==> src/sv/otpa_pkg.sv <==
`timescale 1ns / 1ps

package otpa_pkg;

   // Fixed field widths of the channels
   localparam int WORD_WIDTH  = 64;
   localparam int LANE_WIDTH  = 16;
   localparam int VAL_WIDTH   = 48;
   localparam int INDEX_WIDTH = 5;

   // Item kinds on the request channel
   localparam logic MODE_STEP = 1'b0;
   localparam logic MODE_LOAD = 1'b1;

   // Controller to datapath
   typedef struct packed {
      logic                   take_step;   // accepted rank-one step
      logic                   take_load;   // accepted prior-tile entry
      logic                   emit_load;   // load output register with one entry
      logic [INDEX_WIDTH-1:0] emit_index;  // column-major entry being emitted
      logic                   emit_last;   // final entry of the tile
      logic                   clear;       // wipe accumulators and prior tile
   } otpa_cmd_type;

   // Datapath to controller
   typedef struct packed {
      logic out_free;   // output register can take an entry this cycle
   } otpa_sts_type;

endpackage

==> src/sv/otpa_ctrl.sv <==
`timescale 1ns / 1ps

module otpa_ctrl
   import otpa_pkg::*;
#(
   parameter int TILE_SIZE = 32
) (
   input  logic         clock,
   input  logic         reset,
   input  logic         req_valid,
   input  logic         req_mode,
   input  logic         req_last_step,
   output logic         req_ready,
   input  otpa_sts_type sts,
   output otpa_cmd_type cmd
);

   typedef enum logic [2:0] {
      ST_IDLE  = 3'b001,
      ST_DRAIN = 3'b010,
      ST_EMIT  = 3'b100
   } state_type;

   state_type              state_ff, state_in;
   logic [INDEX_WIDTH-1:0] count_ff, count_in;
   logic                   accept;
   logic                   at_end;

   // Items are taken only between tiles
   assign req_ready = (state_ff == ST_IDLE);
   assign accept    = req_valid && req_ready;
   assign at_end    = (count_ff == INDEX_WIDTH'(TILE_SIZE - 1));

   // Sequencer: idle -> drain product stage -> emit entries
   always_comb begin
      state_in       = state_ff;
      count_in       = count_ff;
      cmd            = '0;
      cmd.take_step  = accept && (req_mode == MODE_STEP);
      cmd.take_load  = accept && (req_mode == MODE_LOAD);
      cmd.emit_index = count_ff;
      cmd.emit_last  = at_end;
      case (state_ff)
         ST_IDLE: begin
            if (cmd.take_step && req_last_step) begin
               state_in = ST_DRAIN;
            end
         end
         ST_DRAIN: begin
            count_in = '0;
            state_in = ST_EMIT;
         end
         ST_EMIT: begin
            if (sts.out_free) begin
               cmd.emit_load = 1'b1;
               if (at_end) begin
                  cmd.clear = 1'b1;
                  state_in  = ST_IDLE;
               end else begin
                  count_in = count_ff + 1'b1;
               end
            end
         end
         default: begin
            state_in = ST_IDLE;
         end
      endcase
   end

   always_ff @(posedge clock) begin
      if (reset) begin
         state_ff <= ST_IDLE;
         count_ff <= '0;
      end else begin
         state_ff <= state_in;
         count_ff <= count_in;
      end
   end

`ifndef SYNTHESIS
   // last step leads to the drain state, then emission
   a_last_drain: assert property (@(posedge clock) disable iff (reset)
      (cmd.take_step && req_last_step) |=> (state_ff == ST_DRAIN) ##1 (state_ff == ST_EMIT))
      else $error("last step did not start emission");
   // emission counter stays inside the tile
   a_count_range: assert property (@(posedge clock) disable iff (reset)
      (state_ff == ST_EMIT) |->
         ((INDEX_WIDTH + 1)'(count_ff) < (INDEX_WIDTH + 1)'(TILE_SIZE)))
      else $error("emission index beyond tile");
   // stores are wiped only with the final entry
   a_clear_last: assert property (@(posedge clock) disable iff (reset)
      cmd.clear |-> (cmd.emit_load && cmd.emit_last))
      else $error("clear without final entry");
`endif

endmodule

==> config.mk <==
export PLATFORM = sky130hd
export DESIGN_NAME = otpa_ctrl
export DESIGN_NICKNAME = d
export VERILOG_FILES = /design/src/sv/otpa_pkg.sv /design/src/sv/otpa_ctrl.sv
export SDC_FILE = /design/constraint.sdc
export NUM_CORES = 1
export LEC_CHECK = 0
export BUFFER_PORTS_ARGS = -buffer_cell sky130_fd_sc_hd__buf_2
export CELL_PAD_IN_SITES_DETAIL_PLACEMENT = 1
export CELL_PAD_IN_SITES_GLOBAL_PLACEMENT = 1
export CORE_AREA = 3 3 40 42
export CTS_CLUSTER_SIZE = 28
export DETAILED_ROUTE_END_ITERATION = 8
export DIE_AREA = 0 0 43 45
export GPL_ROUTABILITY_DRIVEN = 0
export PLACE_DENSITY = 0.79
export SLEW_MARGIN = 30
export SYNTH_ARGS = -nofsm -noshare
export SYNTH_HDL_FRONTEND = slang
export SYNTH_SLANG_ARGS = --single-unit
==> constraint.sdc <==
create_clock -name clock -period 4.06 [get_ports clock]
set_input_delay 0.812 -clock clock [delete_from_list [all_inputs] [get_ports clock]]
set_output_delay 0.812 -clock clock [all_outputs]
set_load 0.01 [all_outputs]
==> out/results.txt <==
Yosys top cell by area: dfxtp_1
required time of the critical path: 3.25 ns
Total GRT Usage: 11.18%
Remaining Overflow, GRT: 0
antenna violations before repair: 0
number of distinct library cells after synthesis: 23
share of the synthesized area in the top cell type: 39.14%
cell area after synthesis: 409.1 um^2
number of setup violations in the final report: 0
wire length of the first global-routing pass: 1587 um
half-perimeter wire length after detailed placement: 747.1 um
worst slew margin relative to its limit: 82.92%
cells along the critical path: ha_1 > and3_1 > ha_1 > and2_1 > buf_2
power density over the cells: 289.6 mW/mm^2
CTS tree: yes
Antenna Diode Count: 0
routed vias: 358
crit-path leading delay family: adder cells
launching element type of the critical path: flop
buffers inserted during post-CTS setup optimization: 0
longest individual stage delay on the worst path: 0.34 ns
Mean Syn Cell Area: 10.23 um^2
register area share after synthesis: 39.14%
Tightest Hold Check Type: flop to flop
final hold vios: 0
wire per inst: 12.68 um
most frequent cells in the layout: buf_2, dfxtp_1, nor2_1, clkbuf_4
total cell area at the placement stage: 500.5 um^2
Final Cell Area: 523.0 um^2
number of synthesis warnings: 0
fraction of layout cells with a size suffix above 1: 37.93%
Crit Path Class: flop to output port
number of global-route vias before repair: 376
Max VDD drop: 0.0001273 V
number of nets produced by synthesis: 48
RSZ-0062 raised after global routing: no
minimum setup slack in the final design: 1.730 ns
final net count: 68
number of H-tree levels: 1
transition at the pin with the smallest max-transition slack: 0.2547 ns
instance count of the mapped netlist: 40
top achievable clock speed: 429.2 MHz
buffers and inverters on the worst path: 1
Rows: 13
commonest non-fill, non-tap cell in the layout: buf_2
R2R setup slack: 2.18 ns
Setup TNS Final: 0 ns
die boundary height: 45 um
Max Buffers Root-to-Sink: 2
synthesis-to-finish area growth: 27.83%
largest net degree at the start of global routing: 7
Core Region: 0.001285 mm^2
crit path capture type: output port
first drt pass iteration count: 2
number of vias per cell: 4.904
number of hold buffers added after cts: 0
clock slew at the register clock pins of the worst setup and hold paths: 0.06 ns
minimum period implied by the final worst setup slack: 2.330 ns
clk_lat worst skew: 0.25 ns
number of slew-limit violations in the final report: 0
post-cts repair resize count: 0
critical-path maximum fanout: 6
sum of routed wire length over all layers: 926 um
Min Hold Slack: 0.5151 ns
run status: finished, final reports clean
Antenna Nets Post-Route: 0
Starting Density: 31.84%
most area-consuming cells after synthesis: dfxtp_1, ha_1, nor3b_2, a22o_1, nand3b_1
number of remaining DRC errors: 0
worst clock skew: 0.01088 ns
max-cap viol count: 0
#FFs+latches synth: 8
Die Footprint: 0.001935 mm^2
I/O pins: 17
Static Leak: 0.2587 nW
part of the cycle the worst path needs: 57.38%
master cell of the clock root buffer: clkbuf_4
width of the chip: 43 um
most used cell, CP: ha_1
Final Util: 40.70%
Slowest-stage cell, CP: dfxtp_1
arrival time worst endpoint: 1.52 ns
number of I/O port buffers: 16
number of clock sinks: 8
post-placement setup slack: 1.802 ns
number of buffers created by CTS: 3
drt first-iter violations: 1
-- metal layers --
layer	share of wire, %	track usage, %	vias up
met3	3.6	2.390	2
met5	0	0	-
li1	-	-	183
met1	47	13.56	168
met2	48	17.96	5
met4	1.2	7.229	0
-- worst reg2reg max path: cells and delay by family, from the launching register on --
kind	cells	cell delay [ns]
simple gates	3	0.49
fa+ha+maj	2	0.45
flops	1	0.34
compound gates	1	0.32
xor+xnor	1	0.17
-- area by class of cell --
type / count / area (um^2)
Sequential cell: 8 / 160.2
Clock buffer: 3 / 22.52
Timing Repair Buffer: 16 / 80.08
Multi-Input combinational cell: 31 / 241.5
Fill cell: 157 / 762.0
Tap cell: 15 / 18.77
-- per-stage QoR --
step                      power (mW)  cells
after global placement       0.09182     70
final                         0.1515     73
after floorplan              0.08649     40
after CTS                     0.1541     73
after global routing          0.1599     73
after detailed placement     0.09212     70
-- worst paths after layout --
path / startpoint / end / cells after the start
max: count_ff[0] / cmd[0] / 5
min reg2reg: count_ff[4] / count_ff[4] / 1
min: count_ff[4] / count_ff[4] / 1
max reg2reg: count_ff[0] / count_ff[3] / 7
-- synthesized netlist by cell type --
library cell	instances
nor2_1	3
nand3b_1	2
xor2_1	1
and2b_1	1
o21bai_1	2
ha_1	2
and3b_1	1
buf_4	1
nor2b_1	1
nand4bb_1	1
a22o_1	2
xnor2_1	1
and2_1	2
nand2_1	1
mux2_2	1
a211oi_1	1
and4bb_1	1
nand3_1	1
nand2b_1	1
dfxtp_1	8
and3_1	2
a21oi_1	2
nor3b_2	2
-- registers in the layout, summed over array words and instances, names as in the netlist --
name      count
count_ff      5
state_ff      3
-- logic make-up (layout without fill, tap and decap cells) --
group                      after synthesis  after routing  synth area share, %
and+or+nand+nor                         19             19                33.64
adders and majority gates                2              2                6.115
buffers and inverters                    1             19                1.836
xor gates and xnor gates                 2              2                4.282
AOI/OAI and AO/OA                        7              7                12.23
DFF                                      8              8                39.14
muxes                                    1              1                2.752
-- power by group --
group	total, mW	switching (mW)	internal [mW]
Clock	0.0613	0.0274	0.0339
Sequential	0.0798	0.000727	0.0791
Combinational	0.0104	0.00498	0.00542
Total	0.151	0.0331	0.118
Power figures use the tool's default switching activity.
